`src/rtl/jtl_pkg.sv`:
```
// ---------------------------------------------------------------------------
// JSON token lexer package
// Token, error and action codes, queue sizes, character constants and the result item type.
// ---------------------------------------------------------------------------
package jtl_pkg;

   localparam int POSITION_BITS = 24;
   localparam int POS_OUT_BITS  = 24;

   // result queue
   localparam int FIFO_DEPTH = 4;
   localparam int FIFO_AW    = $clog2(FIFO_DEPTH);
   localparam int FIFO_CW    = FIFO_AW + 1;

   // token kinds
   localparam logic [3:0] KIND_TEXT     = 4'd0;
   localparam logic [3:0] KIND_INT      = 4'd1;
   localparam logic [3:0] KIND_FLOAT    = 4'd2;
   localparam logic [3:0] KIND_STRING   = 4'd3;
   localparam logic [3:0] KIND_TRUE     = 4'd4;
   localparam logic [3:0] KIND_FALSE    = 4'd5;
   localparam logic [3:0] KIND_NULL     = 4'd6;
   localparam logic [3:0] KIND_LBRACE   = 4'd7;
   localparam logic [3:0] KIND_RBRACE   = 4'd8;
   localparam logic [3:0] KIND_LBRACKET = 4'd9;
   localparam logic [3:0] KIND_RBRACKET = 4'd10;
   localparam logic [3:0] KIND_COLON    = 4'd11;
   localparam logic [3:0] KIND_COMMA    = 4'd12;
   localparam logic [3:0] KIND_END      = 4'd13;
   localparam logic [3:0] KIND_ERROR    = 4'd14;

   // error codes
   localparam logic [2:0] ERR_NONE       = 3'd0;
   localparam logic [2:0] ERR_NUMBER     = 3'd1;
   localparam logic [2:0] ERR_LINE_END   = 3'd2;
   localparam logic [2:0] ERR_IDENT      = 3'd3;
   localparam logic [2:0] ERR_ILLEGAL_CH = 3'd4;

   // input actions
   localparam logic ACT_BYTE = 1'b0;
   localparam logic ACT_END  = 1'b1;

   // characters
   localparam logic [7:0] CH_MINUS    = 8'h2D;
   localparam logic [7:0] CH_DOT      = 8'h2E;
   localparam logic [7:0] CH_QUOTE    = 8'h22;
   localparam logic [7:0] CH_LF       = 8'h0A;
   localparam logic [7:0] CH_CR       = 8'h0D;
   localparam logic [7:0] CH_TAB      = 8'h09;
   localparam logic [7:0] CH_VT       = 8'h0B;
   localparam logic [7:0] CH_FF       = 8'h0C;
   localparam logic [7:0] CH_SPACE    = 8'h20;
   localparam logic [7:0] CH_LBRACE   = 8'h7B;
   localparam logic [7:0] CH_RBRACE   = 8'h7D;
   localparam logic [7:0] CH_LBRACKET = 8'h5B;
   localparam logic [7:0] CH_RBRACKET = 8'h5D;
   localparam logic [7:0] CH_COLON    = 8'h3A;
   localparam logic [7:0] CH_COMMA    = 8'h2C;
   localparam logic [7:0] CH_T        = 8'h74;
   localparam logic [7:0] CH_F        = 8'h66;
   localparam logic [7:0] CH_N        = 8'h6E;

   localparam logic [7:0] KW_TRUE  [4] = '{8'h74, 8'h72, 8'h75, 8'h65};
   localparam logic [7:0] KW_FALSE [5] = '{8'h66, 8'h61, 8'h6C, 8'h73, 8'h65};
   localparam logic [7:0] KW_NULL  [4] = '{8'h6E, 8'h75, 8'h6C, 8'h6C};

   typedef struct packed {
      logic [3:0]              token_kind;
      logic [7:0]              text_byte;
      logic [2:0]              error_code;
      logic [POS_OUT_BITS-1:0] position;
      logic                    last_result;
   } rsp_type;

endpackage

```
`src/rtl/json_token_lexer.sv`:
```
// ---------------------------------------------------------------------------
// JSON token lexer
// Streams JSON text bytes in and token events out.
// ---------------------------------------------------------------------------
// Usage:
//   req channel: one item per byte (req_action = 0, byte on req_char_byte)
//   or an end-of-input item (req_action = 1). rsp channel: token events,
//   with rsp_last_result set on the final event caused by an input item.
//   An item may cause no event (whitespace, bytes after an error, quotes
//   that open a string), one, or two (a terminator that ends a number or
//   keyword and itself yields an event, or a pending token before the end).
// Output: events are registered in the result queue before they appear on rsp.
// Throughput: one item per cycle while items average at most one event and
//   rsp_ready is high; an item with two events needs two rsp transfers. Events
//   go into a four-entry queue; req_ready is high while two or more slots are free.
// Reset: synchronous; lexer state, byte offset and the queue are cleared.
// Stall: while rsp_ready is low the head event holds; input carries on
//   until the queue has fewer than two free slots.
// ---------------------------------------------------------------------------
module json_token_lexer (
   input  logic        clock,
   input  logic        reset,
   input  logic        req_valid,
   output logic        req_ready,
   input  logic        req_action,
   input  logic [7:0]  req_char_byte,
   output logic        rsp_valid,
   input  logic        rsp_ready,
   output logic [3:0]  rsp_token_kind,
   output logic [7:0]  rsp_text_byte,
   output logic [2:0]  rsp_error_code,
   output logic [23:0] rsp_position,
   output logic        rsp_last_result
);

   typedef enum logic [2:0] {
      MODE_IDLE,
      MODE_NUM,
      MODE_STR,
      MODE_WORD,
      MODE_ERR
   } mode_type;

   mode_type                          mode_ff, mode_in;
   logic                              dot_ff, dot_in;
   logic                              prev_digit_ff, prev_digit_in;
   logic [2:0]                        wlen_ff, wlen_in;
   logic [2:0]                        cand_ff, cand_in;
   logic [jtl_pkg::POSITION_BITS-1:0] offset_ff, offset_in;

   jtl_pkg::rsp_type                  fifo_ff [jtl_pkg::FIFO_DEPTH];
   logic [jtl_pkg::FIFO_AW-1:0]       wr_ptr_ff, wr_ptr_in;
   logic [jtl_pkg::FIFO_AW-1:0]       rd_ptr_ff, rd_ptr_in;
   logic [jtl_pkg::FIFO_CW-1:0]       count_ff, count_in;

   logic                              accept, pop;
   logic [7:0]                        c;
   logic                              c_digit, c_lower, c_space;
   logic [jtl_pkg::POS_OUT_BITS-1:0]  pos_now;

   // idle decode of the current byte
   logic                              id_v, id_start, id_digit;
   mode_type                          id_mode;
   logic [2:0]                        id_wlen, id_cand;
   jtl_pkg::rsp_type                  id_res;

   // keyword completion
   logic                              wk_legal;
   logic [3:0]                        wk_kind;

   logic                              use_idle, idle_slot1;
   logic                              r0_v, r1_v;
   jtl_pkg::rsp_type                  r0, r1, r0_q, r1_q;
   logic [1:0]                        push_n;

   assign accept  = req_valid && req_ready;
   assign pop     = rsp_valid && rsp_ready;
   assign c       = req_char_byte;
   assign c_digit = (c >= 8'h30) && (c <= 8'h39);
   assign c_lower = (c >= 8'h61) && (c <= 8'h7A);
   assign c_space = (c == jtl_pkg::CH_SPACE) || (c == jtl_pkg::CH_TAB) ||
                    (c == jtl_pkg::CH_LF) || (c == jtl_pkg::CH_VT) ||
                    (c == jtl_pkg::CH_FF) || (c == jtl_pkg::CH_CR);
   assign pos_now = jtl_pkg::POS_OUT_BITS'(offset_ff);

   // what an idle lexer does with this byte
   always_comb begin
      id_v     = 1'b0;
      id_start = 1'b0;
      id_digit = 1'b0;
      id_mode  = MODE_IDLE;
      id_wlen  = 3'd0;
      id_cand  = 3'b111;
      id_res.token_kind  = jtl_pkg::KIND_TEXT;
      id_res.text_byte   = 8'd0;
      id_res.error_code  = jtl_pkg::ERR_NONE;
      id_res.position    = pos_now;
      id_res.last_result = 1'b0;
      priority if (c_space) begin
         id_mode = MODE_IDLE;
      end else if (c_digit || (c == jtl_pkg::CH_MINUS)) begin
         id_start         = 1'b1;
         id_mode          = MODE_NUM;
         id_digit         = c_digit;
         id_v             = 1'b1;
         id_res.text_byte = c;
      end else if (c == jtl_pkg::CH_QUOTE) begin
         id_start = 1'b1;
         id_mode  = MODE_STR;
      end else if ((c == jtl_pkg::CH_T) || (c == jtl_pkg::CH_F) ||
                   (c == jtl_pkg::CH_N)) begin
         id_start = 1'b1;
         id_mode  = MODE_WORD;
         id_wlen  = 3'd1;
         id_cand  = (c == jtl_pkg::CH_T) ? 3'b001 :
                    (c == jtl_pkg::CH_F) ? 3'b010 : 3'b100;
      end else begin
         id_v = 1'b1;
         unique case (c)
            jtl_pkg::CH_LBRACE:   id_res.token_kind = jtl_pkg::KIND_LBRACE;
            jtl_pkg::CH_RBRACE:   id_res.token_kind = jtl_pkg::KIND_RBRACE;
            jtl_pkg::CH_LBRACKET: id_res.token_kind = jtl_pkg::KIND_LBRACKET;
            jtl_pkg::CH_RBRACKET: id_res.token_kind = jtl_pkg::KIND_RBRACKET;
            jtl_pkg::CH_COLON:    id_res.token_kind = jtl_pkg::KIND_COLON;
            jtl_pkg::CH_COMMA:    id_res.token_kind = jtl_pkg::KIND_COMMA;
            default: begin
               id_mode           = MODE_ERR;
               id_res.token_kind = jtl_pkg::KIND_ERROR;
               id_res.error_code = jtl_pkg::ERR_ILLEGAL_CH;
            end
         endcase
      end
   end

   always_comb begin
      wk_legal = 1'b1;
      priority if (cand_ff[0] && (wlen_ff == 3'd4)) begin
         wk_kind = jtl_pkg::KIND_TRUE;
      end else if (cand_ff[1] && (wlen_ff == 3'd5)) begin
         wk_kind = jtl_pkg::KIND_FALSE;
      end else if (cand_ff[2] && (wlen_ff == 3'd4)) begin
         wk_kind = jtl_pkg::KIND_NULL;
      end else begin
         wk_kind  = jtl_pkg::KIND_ERROR;
         wk_legal = 1'b0;
      end
   end

   // one pass over the item: next state and up to two events
   always_comb begin
      mode_in       = mode_ff;
      dot_in        = dot_ff;
      prev_digit_in = prev_digit_ff;
      wlen_in       = wlen_ff;
      cand_in       = cand_ff;
      offset_in     = (offset_ff != '1) ? offset_ff + 1'b1 : offset_ff;
      use_idle      = 1'b0;
      idle_slot1    = 1'b0;
      r0_v          = 1'b0;
      r1_v          = 1'b0;
      r0.token_kind  = jtl_pkg::KIND_TEXT;
      r0.text_byte   = 8'd0;
      r0.error_code  = jtl_pkg::ERR_NONE;
      r0.position    = pos_now;
      r0.last_result = 1'b0;
      r1             = r0;
      r1.token_kind  = jtl_pkg::KIND_END;

      if (req_action == jtl_pkg::ACT_END) begin
         r0_v = 1'b1;
         unique case (mode_ff)
            MODE_NUM: begin
               r0.token_kind = dot_ff ? jtl_pkg::KIND_FLOAT : jtl_pkg::KIND_INT;
               r1_v          = 1'b1;
            end
            MODE_WORD: begin
               r0.token_kind = wk_kind;
               r0.error_code = wk_legal ? jtl_pkg::ERR_NONE : jtl_pkg::ERR_IDENT;
               r1_v          = 1'b1;
            end
            MODE_STR: begin
               r0.token_kind = jtl_pkg::KIND_ERROR;
               r0.error_code = jtl_pkg::ERR_LINE_END;
               r1_v          = 1'b1;
            end
            default: begin
               r0.token_kind = jtl_pkg::KIND_END;
            end
         endcase
         mode_in       = MODE_IDLE;
         dot_in        = 1'b0;
         prev_digit_in = 1'b0;
         wlen_in       = 3'd0;
         cand_in       = 3'b111;
         offset_in     = '0;
      end else begin
         unique case (mode_ff)
            MODE_IDLE: begin
               use_idle = 1'b1;
            end
            MODE_NUM: begin
               r0_v = 1'b1;
               priority if (c_digit) begin
                  prev_digit_in = 1'b1;
                  r0.text_byte  = c;
               end else if (c == jtl_pkg::CH_DOT) begin
                  if (dot_ff || !prev_digit_ff) begin
                     mode_in       = MODE_ERR;
                     r0.token_kind = jtl_pkg::KIND_ERROR;
                     r0.error_code = jtl_pkg::ERR_NUMBER;
                  end else begin
                     dot_in        = 1'b1;
                     prev_digit_in = 1'b0;
                     r0.text_byte  = c;
                  end
               end else begin
                  r0.token_kind = dot_ff ? jtl_pkg::KIND_FLOAT : jtl_pkg::KIND_INT;
                  use_idle      = 1'b1;
                  idle_slot1    = 1'b1;
               end
            end
            MODE_STR: begin
               r0_v = 1'b1;
               priority if (c == jtl_pkg::CH_QUOTE) begin
                  mode_in       = MODE_IDLE;
                  r0.token_kind = jtl_pkg::KIND_STRING;
               end else if ((c == jtl_pkg::CH_LF) || (c == jtl_pkg::CH_CR)) begin
                  mode_in       = MODE_ERR;
                  r0.token_kind = jtl_pkg::KIND_ERROR;
                  r0.error_code = jtl_pkg::ERR_LINE_END;
               end else begin
                  r0.text_byte = c;
               end
            end
            MODE_WORD: begin
               if (c_lower) begin
                  if ((wlen_ff >= 3'd4) || (c != jtl_pkg::KW_TRUE[wlen_ff[1:0]]))
                     cand_in[0] = 1'b0;
                  if ((wlen_ff >= 3'd5) || (c != jtl_pkg::KW_FALSE[wlen_ff]))
                     cand_in[1] = 1'b0;
                  if ((wlen_ff >= 3'd4) || (c != jtl_pkg::KW_NULL[wlen_ff[1:0]]))
                     cand_in[2] = 1'b0;
                  if (wlen_ff != 3'd7)
                     wlen_in = wlen_ff + 3'd1;
               end else begin
                  r0_v          = 1'b1;
                  r0.token_kind = wk_kind;
                  if (wk_legal) begin
                     mode_in    = MODE_IDLE;
                     use_idle   = 1'b1;
                     idle_slot1 = 1'b1;
                  end else begin
                     // the terminator is swallowed by the error state
                     mode_in       = MODE_ERR;
                     r0.error_code = jtl_pkg::ERR_IDENT;
                  end
               end
            end
            MODE_ERR: begin
               mode_in = MODE_ERR;
            end
            default: begin
               mode_in = MODE_ERR;
            end
         endcase

         if (use_idle) begin
            mode_in = id_mode;
            if (id_start) begin
               dot_in        = 1'b0;
               prev_digit_in = id_digit;
               wlen_in       = id_wlen;
               cand_in       = id_cand;
            end
            if (idle_slot1) begin
               r1_v = id_v;
               r1   = id_res;
            end else begin
               r0_v = id_v;
               r0   = id_res;
            end
         end
      end
   end

   always_comb begin
      r0_q             = r0;
      r1_q             = r1;
      r0_q.last_result = !r1_v;
      r1_q.last_result = 1'b1;
   end

   assign push_n = accept ? ({1'b0, r0_v} + {1'b0, r1_v}) : 2'd0;

   assign wr_ptr_in = wr_ptr_ff + jtl_pkg::FIFO_AW'(push_n);
   assign rd_ptr_in = rd_ptr_ff + jtl_pkg::FIFO_AW'(pop);
   assign count_in  = count_ff + jtl_pkg::FIFO_CW'(push_n) - jtl_pkg::FIFO_CW'(pop);

   always_ff @(posedge clock) begin
      if (reset) begin
         mode_ff       <= MODE_IDLE;
         dot_ff        <= 1'b0;
         prev_digit_ff <= 1'b0;
         wlen_ff       <= 3'd0;
         cand_ff       <= 3'b111;
         offset_ff     <= '0;
         wr_ptr_ff     <= '0;
         rd_ptr_ff     <= '0;
         count_ff      <= '0;
      end else begin
         if (accept) begin
            mode_ff       <= mode_in;
            dot_ff        <= dot_in;
            prev_digit_ff <= prev_digit_in;
            wlen_ff       <= wlen_in;
            cand_ff       <= cand_in;
            offset_ff     <= offset_in;
         end
         wr_ptr_ff <= wr_ptr_in;
         rd_ptr_ff <= rd_ptr_in;
         count_ff  <= count_in;
      end
   end

   always_ff @(posedge clock) begin
      if (accept && r0_v)
         fifo_ff[wr_ptr_ff] <= r0_q;
      if (accept && r1_v)
         fifo_ff[wr_ptr_ff + jtl_pkg::FIFO_AW'(1)] <= r1_q;
   end

   assign req_ready       = count_ff <= jtl_pkg::FIFO_CW'(jtl_pkg::FIFO_DEPTH - 2);
   assign rsp_valid       = count_ff != '0;
   assign rsp_token_kind  = fifo_ff[rd_ptr_ff].token_kind;
   assign rsp_text_byte   = fifo_ff[rd_ptr_ff].text_byte;
   assign rsp_error_code  = fifo_ff[rd_ptr_ff].error_code;
   assign rsp_position    = fifo_ff[rd_ptr_ff].position;
   assign rsp_last_result = fifo_ff[rd_ptr_ff].last_result;

endmodule

```
`config.mk`:
```
export PLATFORM = sky130hd
export DESIGN_NAME = json_token_lexer
export DESIGN_NICKNAME = d
export VERILOG_FILES = /design/src/rtl/jtl_pkg.sv /design/src/rtl/json_token_lexer.sv
export SDC_FILE = /design/constraint.sdc
export NUM_CORES = 1
export LEC_CHECK = 0
export BUFFER_PORTS_ARGS = -buffer_cell sky130_fd_sc_hd__buf_4
export CAP_MARGIN = 20
export CORE_MARGIN = 5
export CORE_UTILIZATION = 62
export CTS_CLUSTER_DIAMETER = 120
export DETAILED_ROUTE_END_ITERATION = 6
export GPL_TIMING_DRIVEN = 1
export PLACE_DENSITY = 0.81
export SETUP_SLACK_MARGIN = 0.1
export SLEW_MARGIN = 15
export SYNTH_ARGS = -nofsm -noshare
export SYNTH_HDL_FRONTEND = slang
export SYNTH_SLANG_ARGS = --single-unit
```
`constraint.sdc`:
```
create_clock -name clock -period 4.6 [get_ports clock]
set_clock_uncertainty 0.05 [all_clocks]
set_input_delay 0.23 -clock clock [delete_from_list [all_inputs] [get_ports clock]]
set_output_delay 0.23 -clock clock [all_outputs]
set_load 0.005 [all_outputs]
```
==> results of run 1 <==
==> worst max path at each step <==
stage | cells after the start | endpoint | slack [ns] | startpoint
finish | 17 | count_ff[2] | 0.93 | wlen_ff[1]
global placement | 15 | count_ff[2] | 0.92 | req_char_byte[7]
floorplan | 16 | count_ff[2] | 1.09 | wlen_ff[1]
detailed placement | 15 | count_ff[2] | 0.79 | req_char_byte[7]
global route | 17 | count_ff[2] | 0.66 | wlen_ff[1]
CTS | 17 | count_ff[2] | 0.96 | wlen_ff[1]
==> power by group <==
group          internal [µW]  switching, µW
combinational            646            654
sequential              2170            132
clock                    947            693
total                   3760           1480
==> cell usage after synthesis (15+ instances only) <==
cell,instances,share of area (%)
mux4_2,40,8.4
a21oi_1,55,2.6
xor2_1,17,1.4
o21ai_0,21,0.98
a21boi_0,68,4.8
clkbuf_1,45,1.6
inv_1,15,0.53
edfxtp_1,148,41
nand3_1,26,1.2
nor3_1,26,1.2
nor2_1,54,1.9
o22ai_1,20,1.2
dfxtp_1,54,10
nand2_1,51,1.8
==> layer usage <==
| layer | global-route usage (%) | wire (µm) | part of all wire, % | vias to the layer above |
|---|---|---|---|---|
| li1 | - | - | - | 3595 |
| met1 | 38.4 | 10600 | 39 | 3889 |
| met2 | 44.6 | 13200 | 49 | 463 |
| met3 | 4.48 | 2590 | 9.6 | 59 |
| met4 | 7.93 | 656 | 2.4 | 0 |
| met5 | 0 | 0 | 0 | - |
==> metrics by stage <==
| step | hold slack, ns | area, µm² | util (%) |
|---|---|---|---|
| 5_1_grt | 0.0135 | 11900 | 69.4 |
| 4_1_cts | 0.00151 | 11900 | 69.4 |
| 3_3_place_gp | 0.436 | 11200 | 65.5 |
| 6_report | 0.00671 | 11900 | 69.4 |
| 3_5_place_dp | 0.446 | 11200 | 65.5 |
| 2_1_floorplan | 0.404 | 10700 | - |
==> area by class of cell <==
class                           instances  area (µm²)
Sequential cell                       202        5530
Fill cell                            1195        5240
Multi-Input combinational cell        624        4800
Clock buffer                           27         578
Timing Repair Buffer                   71         546
Tap cell                              225         282
Clock inverter                         11        87.6
Inverter                               16        60.1
==> flip-flops by register name, summed over array words and instances (netlist names) <==
name	count
count_ff	3
wr_ptr_ff	2
offset_ff	24
fifo_ff	160
prev_digit_ff	1
mode_ff	3
rd_ptr_ff	2
wlen_ff	3
dot_ff	1
cand_ff	3
==> logic make-up (layout without fill, tap and decap cells) <==
kind of cell             after synthesis  in the layout  synth area share, %
buffers and inverters                 89            125                 3.60
AND/OR/NAND/NOR                      272            272                 14.0
adder cells (fa/ha/maj)               13             13                 1.59
AO/OA/AOI/OAI                        265            265                 18.0
XOR/XNOR                              28             28                 2.29
flip-flops                           202            202                 51.6
multiplexers                          46             46                 9.01
==> impl_metrics.tcl, run 1 <==
set metrics [dict create \
    worstMarginPinSlew_ns 0.920 \
    cts_buffers 21 \
    timing.final.crit_share_pct 79.8 \
    dieWidth_um 141 \
    final_cell_mix "edfxtp_1 (148), buf_4 (70), a21boi_0 (68)" \
    cp_top_family "adder cells" \
    hold_viol_final 0 \
    ant_nets 0 \
    worstReg2RegEnd "count_ff[2]" \
    yosysWarnings 0 \
    crit_type "reg2reg" \
    numPlacedInstances 1138 \
    path_clk_slew_ns 0.07 \
    drcViolationCount 0 \
    syn_inst 915 \
    path_cells "inv_1 -> ha_1 -> and2_1 -> o21ai_1 -> buf_4 -> nor4b_4 -> o211ai_4 -> nand2_1 -> ha_1 -> nand2_1 -> ha_1 -> inv_1 -> ha_1 -> fa_1 -> xor2_1 -> xnor2_1 -> nor2_1" \
    slew_viol_final 0 \
    fin_total_pwr_uw 5240 \
    setup_ws_ns 0.927 \
    cts_buffer_depth 3 \
    holdPathStages 2 \
    worst_path_most_repeated_cell "ha_1" \
    portBuffers 54 \
    cts.sinks 202 \
    root_buffer "clkbuf_16" \
    setup_viol 0 \
    power_density_nw_per_um2 441 \
    netlist_area_um2 10700 \
    nets 962 \
    synth.avg_cell_area_um2 11.7 \
    gp_congestion 0.939 \
    worstHoldStart "reset" \
    critical_path_arrival_ns 4.00 \
    critPathLaunchType "flop" \
    ir_drop_mv 0.265 \
    fmax_ghz 0.272 \
    synth_edf_count 148 \
    drive_above_1_share_pct 18.8 \
    ys_ff_latch 202 \
    vias 8006 \
    synth_nets 941 \
    drt_iter0_drc 1034 \
    grt_max_degree 38 \
    htree_levels 1 \
    fin_tns_setup_ns 0 \
    area_growth_pct 10.9 \
    leakage_uw 0.00390 \
    grt_pass1_wl_um 43500 \
    track_usage_pct 27.4 \
    via_per_inst 6.81 \
    hpwl_um 17100 \
    chipHeight_um 141 \
    cts_tree "done" \
    crit_path_end_kind "flop" \
    post_cts_resized 0 \
    whs_endpoint "wlen_ff[1]" \
    hp-class "in2reg" \
    final_common_cell "edfxtp_1" \
    die-area_um2 20000 \
    firstDrtPassIters 6 \
    diodes 0 \
    path_buf_inv 3 \
    maxCapViolCount 0 \
    synth_cell_types 83 \
    slew_headroom_pct 38.7 \
    rr_worst_depth 17 \
    async_flop_share_pct 0 \
    status "finished, final reports clean" \
    core_um2 17100 \
    antenna_found_initial 0 \
    rsz0062_at_grt "false" \
    yosys_most_used_dff "edfxtp_1" \
    ys_seq_area_share_pct 51.6 \
    final.min_clock_period_ns 3.67 \
    clock_latency_ns 0.49 \
    r2r-start "wlen_ff[1]" \
    cts_hold_buf 0 \
    drt-wirelength-per-cell_um 23.0 \
    grt-ovfl-total 0 \
    start_util_pct 62.6 \
    post_cts_buffers 0 \
    row_count 48 \
    crit_path_max_incr_delay_ns 0.45 \
    slowest_stage "dfxtp_1" \
    worst_ep_required_time_ns 4.93 \
    grt_pass1_vias 7913 \
    pre_cts_ws_ns 0.785 \
    wirelength_um 27100 \
    ios 55 \
    final_cell_count_no_fill 1176 \
    crit_fanout 8 \
    rrSetupSlack_ns 0.93 \
]
No activity file was read; power rests on OpenSTA's default activity.
==> run 2: changes to the inputs <==
- clock period: 4.6 -> 3.6 ns (I/O delays scaled with it)
==> run 2 against run 1 <==
Against the previous run:
- sequential share of layout area fell by 0.50 points
- critical path type unchanged
- final cell count rose by 1.4%
- combinational power rose by 29%
- via count rose by 1.4%
- global-route usage rose by 0.67 points
- first-iteration DRC count fell by 13%
- clock-buffer cell count rose by 1
- largest cell class unchanged
==> impl_metrics.tcl, run 2 (synthesis results as in run 1) <==
set metrics [dict create \
    final_cell_count_no_fill 1192 \
    grt-ovfl-total 0 \
    hp-class "in2reg" \
    ant_nets 0 \
    largest_reg_flops 160 \
    final.min_clock_period_ns 3.29 \
    cts_buffers 21 \
    grt_max_degree 34 \
    hold_viol_final 0 \
    antenna_found_initial 1 \
    clock_latency_ns 0.50 \
    ios 55 \
    wirelength_um 27600 \
    grtUsageMet3_pct 4.48 \
    slew_viol_final 0 \
    drive_above_1_share_pct 20.6 \
    reg_top3 "fifo_ff: 160 flops, offset_ff: 24 flops" \
    slew_headroom_pct 38.4 \
    grt_pass1_vias 7991 \
    fin_total_pwr_uw 6650 \
    drt_iter0_drc 904 \
    rsz0062_at_grt "false" \
    crit_path_end_kind "flop" \
    area_growth_pct 12.3 \
    hpwl_um 18000 \
    portBuffers 54 \
    final_common_cell "edfxtp_1" \
    path_clk_slew_ns 0.07 \
    vias 8120 \
    grt-busiest-layer "met2" \
    grtUsageMet2_pct 45.4 \
    dieWidth_um 141 \
    gp_congestion 1.01 \
    power_density_nw_per_um2 553 \
    via_per_inst 6.81 \
    drt-wirelength-per-cell_um 23.2 \
    start_util_pct 62.6 \
    setup_viol 0 \
    firstDrtPassIters 6 \
    drcViolationCount 0 \
    critPathLaunchType "flop" \
    die-area_um2 20000 \
    grt_pass1_wl_um 44600 \
    timing.final.crit_share_pct 91.3 \
    crit_type "reg2reg" \
    core_um2 17100 \
    fmax_ghz 0.304 \
    chipHeight_um 141 \
    cts_tree "done" \
    ir_drop_mv 0.397 \
    track_usage_pct 28.0 \
    top_register "fifo_ff" \
    root_buffer "clkbuf_16" \
    critical_path_arrival_ns 3.62 \
    final_cell_mix "edfxtp_1 (148), buf_4 (84), a21boi_0 (68)" \
    gr-usage-met1_pct 39.6 \
    cts.sinks 202 \
    diodes 0 \
    maxCapViolCount 0 \
    cts_buffer_depth 3 \
    htree_levels 1 \
    crit_fanout 6 \
    status "finished, final reports clean" \
    row_count 48 \
    numPlacedInstances 1151 \
    leakage_uw 0.00398 \
    fin_tns_setup_ns 0 \
    nets 979 \
    worst_ep_required_time_ns 3.94 \
    worstMarginPinSlew_ns 0.924 \
]
## run 2: cell count changes in the layout (fill, tap and decap cells not counted), sizes merged
cell	delta
clkinvlp	-1
clkinv	-1
inv	+1
dlygate4sd3	+1
bufinv	-1
clkbuf	+1
buf	+16
## run 2: power breakdown
part	total (µW)	internal, µW	switching (µW)
registers	2960	2770	184
clock network	2010	1140	870
logic	1680	860	823
## run 2: path summary, 6_finish.rpt
check	start	end	slack (ns)	cells past startpoint
setup / recovery	wlen_ff[1]	count_ff[2]	0.31	17
hold / removal	req_char_byte[3]	fifo_ff[2][31]	0.12	2
setup reg to reg	wlen_ff[1]	count_ff[2]	0.31	17
hold reg to reg	offset_ff[9]	offset_ff[9]	0.46	2
## run 2: through the flow
step                hold slack (ns)  util (%)  setup WS, ns  area (µm²)
floorplan                     0.389         -         0.201       10700
finish                        0.116      70.3         0.312       12000
CTS                          0.0973      70.0         0.164       12000
global route                  0.140      70.3         0.115       12000
detailed placement            0.440      66.3         0.178       11300
global placement              0.419      66.3         0.278       11300
## run 2: metal layers
layer  vias up  wire length [µm]
li1       3626                 -
met1      3988             11200
met2       423             13100
met3        81              2390
met4         2               873
met5         -                20
## run 2: worst max-delay path, stage by stage (launching register included)
cell,delay (ns)
dfxtp_4,0.38
inv_2,0.07
ha_4,0.17
and2_1,0.18
o21ai_2,0.22
nor4b_4,0.08
buf_4,0.17
o211ai_4,0.19
nand2_1,0.08
ha_1,0.29
nand2_1,0.06
ha_1,0.28
inv_1,0.04
ha_1,0.18
fa_1,0.37
xor2_1,0.17
xnor2_1,0.14
nor2_1,0.06
## run 2: repair_timing
action	CTS	global route
hold buffers	1	0
resized for setup	0	9
endpoints found under the hold margin	14	0
setup endpoints to repair	0	1
buffers inserted	0	3
## run 2: area by class of cell
| class | instances | area (µm²) |
|---|---|---|
| inverter | 16 | 60.1 |
| tap | 225 | 282 |
| multi-input combinational | 624 | 4820 |
| fill | 1168 | 5090 |
| clock buffer | 28 | 586 |
| sequential | 202 | 5540 |
| timing repair buffer | 88 | 701 |
| clock inverter | 9 | 45.0 |
==> run 3: changes to the inputs <==
- ABC_AREA: not set -> 1
- CTS_BUF_LIST: not set -> sky130_fd_sc_hd__clkbuf_16
==> run 3 against run 2 <==
Against the previous run:
- sequential cell count unchanged
- cell area increased by 0.92%
- power rose by 12%
- clock-buffer cell count decreased by 5
- worst hold slack worse by 0.044 ns
- sequential power hardly changed
- largest power group unchanged
- critical path type unchanged
- worst setup slack lost 0.0025 ns
==> impl_metrics.tcl, run 3 <==
set metrics [dict create \
    ant_nets 0 \
    wirelength_um 30600 \
    slowest_stage "fa_1" \
    netlist_area_um2 10800 \
    antenna_found_initial 0 \
    critical_path_arrival_ns 3.62 \
    yosysWarnings 0 \
    ys_ff_latch 202 \
    synthMuxAreaShare_pct 0 \
    place_area_um2 11400 \
    yosysMostFrequentCell "nand2_1" \
    critical_path.endpoint "count_ff[2]" \
    fmax_ghz 0.304 \
    yosysTopAreaCell "edfxtp_1" \
    critPathLaunchType "flop" \
    chipHeight_um 142 \
    diodes 0 \
    dieWidth_um 142 \
    synth-simple-area-share_pct 22.3 \
    cts_tree "done" \
    slew_viol_final 0 \
    synth_cell_types 42 \
    cts.sinks 202 \
    clock_latency_ns 0.50 \
    cp.depth 16 \
    synth_edf_count 148 \
    yosysTopAreaCellShare_pct 41.0 \
    n_fill_cell 1311 \
    hpwl_um 20000 \
    final_cell_mix "nand2_1 (224), nor2_1 (178), edfxtp_1 (148)" \
    cts_buffer_depth 3 \
    area_growth_pct 12.1 \
    htree_levels 1 \
    yosys_most_used_dff "edfxtp_1" \
    drt-wirelength-per-cell_um 19.4 \
    status "finished, final reports clean" \
    portBuffers 54 \
    slew_headroom_pct 42.5 \
    vias 9865 \
    grt_pass1_wl_um 50000 \
    synth.avg_cell_area_um2 8.28 \
    maxCapViolCount 0 \
    rsz0062_at_grt "false" \
    track_usage_pct 30.7 \
    grt_pass1_vias 9690 \
    reg_top3 "fifo_ff: 160 flops, offset_ff: 24 flops" \
    hp-class "in2reg" \
    path_clk_slew_ns 0.06 \
    via_per_inst 6.23 \
    crit_fanout 5 \
    synth.area.top_cells "edfxtp_1 (41%), dfxtp_1 (10%), nand2_1 (7.8%)" \
    power_density_nw_per_um2 613 \
    fin_tns_setup_ns 0 \
    async_flop_share_pct 0 \
    path_cells "nor2_1 -> inv_1 -> nor2_1 -> inv_1 -> nor2_1 -> nand2_2 -> and2_1 -> ha_1 -> nand2_1 -> ha_1 -> inv_1 -> ha_1 -> fa_1 -> xor2_1 -> o21ai_0 -> a21oi_1" \
    row_count 48 \
    cts_buffers 22 \
    r2r-start "mode_ff[0]" \
    leakage_uw 0.00459 \
    start_util_pct 62.8 \
    core_um2 17200 \
    rrSetupSlack_ns 0.31 \
    worstMarginPinSlew_ns 0.862 \
    cp_top_family "adder cells" \
    final_common_cell "nand2_1" \
    die-area_um2 20200 \
    ios 55 \
    ys_seq_area_share_pct 51.0 \
    crit_type "reg2reg" \
    grt-ovfl-total 0 \
    synth_xor_area_share_pct 0.970 \
    nets 1368 \
    crit_path_max_incr_delay_ns 0.38 \
    worstReg2RegEnd "count_ff[2]" \
    crit_path_end_kind "flop" \
    synth_commonest_cells "nand2_1 (224), nor2_1 (178), edfxtp_1 (148)" \
    drt_iter0_drc 1107 \
    synth_nets 1334 \
    firstDrtPassIters 5 \
    grt_max_degree 83 \
    final.min_clock_period_ns 3.29 \
    largest_reg_flops 160 \
    top_register "fifo_ff" \
    worst_ep_required_time_ns 3.93 \
    drive_above_1_share_pct 12.1 \
    root_buffer "clkbuf_16" \
    whs_ns 0.0725 \
    ir_drop_mv 0.464 \
    rr_worst_depth 16 \
    utilization_pct 70.4 \
    crit_start "mode_ff[0]" \
    drcViolationCount 0 \
    gp_congestion 0.965 \
    synth_top_family_by_area "simple AND/OR/NAND/NOR gates" \
    path_buf_inv 3 \
    synth_fa_ha_area_share_pct 1.57 \
    timing.final.crit_share_pct 91.4 \
    setup_viol 0 \
    syn_inst 1308 \
    fin_area_um2 12100 \
    synth_compound_area_share_pct 17.2 \
    hold_viol_final 0 \
]
[run 3: cell count changes in the layout (fill, tap and decap cells not counted), moves of 40 or more]
| cell | previous run | this run |
|---|---|---|
| o21ai_0 | 21 | 144 |
| nand2_1 | 51 | 224 |
| a21boi_0 | 68 | 1 |
| mux4_2 | 40 | 0 |
| a21oi_1 | 55 | 131 |
| nand3_1 | 26 | 77 |
| inv_1 | 13 | 92 |
| nor2_1 | 54 | 178 |
[run 3: layout make-up]
class / instances / area, µm² / area share, %
clock buffers: 23 / 576 / 4.74
clock inverters: 17 / 146 / 1.21
inverters: 105 / 397 / 3.27
multi-input cells: 927 / 4560 / 37.6
flip-flops and latches: 202 / 5530 / 45.6
well taps: 225 / 282 / 2.32
repair buffers: 84 / 646 / 5.32
[run 3: repair_timing]
item,in CTS,in global routing
endpoints found under the setup margin,0,1
endpoints found under the hold margin,11,0
hold buffers,1,0
setup buffers,0,0
resized for setup,0,6
[run 3: worst min path at each step]
stage / end / slack [ns] / cells after the start / startpoint
floorplan: offset_ff[0] / 0.21 / 1 / reset
global placement: offset_ff[22] / 0.40 / 2 / offset_ff[22]
detailed placement: offset_ff[22] / 0.41 / 2 / offset_ff[22]
CTS: offset_ff[19] / 0.06 / 4 / req_action
global route: offset_ff[18] / 0.09 / 4 / req_action
finish: mode_ff[0] / 0.07 / 4 / req_action
[run 3: routing by layer]
metal  share of wire (%)  global-route usage (%)  up-vias  routed length, µm
li1                    -                       -     4607                  -
met5                   0                       0        -                  0
met4                 2.0                    8.54        0                607
met2                  48                    51.4      623              14800
met1                  39                    41.7     4563              11800
met3                  11                    4.91       72               3440
[run 3: stage by stage]
step	worst slack (ns)	total power [µW]	instances
3_3_place_gp	0.303	5160	1542
6_report	0.309	7440	1583
3_5_place_dp	0.253	5220	1542
5_1_grt	0.107	7830	1583
4_1_cts	0.230	7440	1583
2_1_floorplan	0.414	4230	1308
[run 3: cells by family (layout without fill, tap and decap cells)]
logic type | Yosys count | after routing
XOR/XNOR | 12 | 12
buffers and inverters | 179 | 229
flip-flops | 202 | 202
AO/OA/AOI/OAI | 344 | 344
AND/OR/NAND/NOR | 558 | 558
adder cells (fa/ha/maj) | 13 | 13
[run 3: power breakdown]
group	switching (µW)	total (µW)	internal (µW)	leakage [µW]
sequential	158	2980	2830	0.00185
clock	924	2240	1310	0.000355
combinational	1380	2220	845	0.00238
total	2460	7440	4980	0.00459
[run 3: tightest hold or removal path, cell delays in order]
cell	delay, ns
buf_4	0.21
nor2_1	0.07
nand2_1	0.06
a21oi_1	0.05
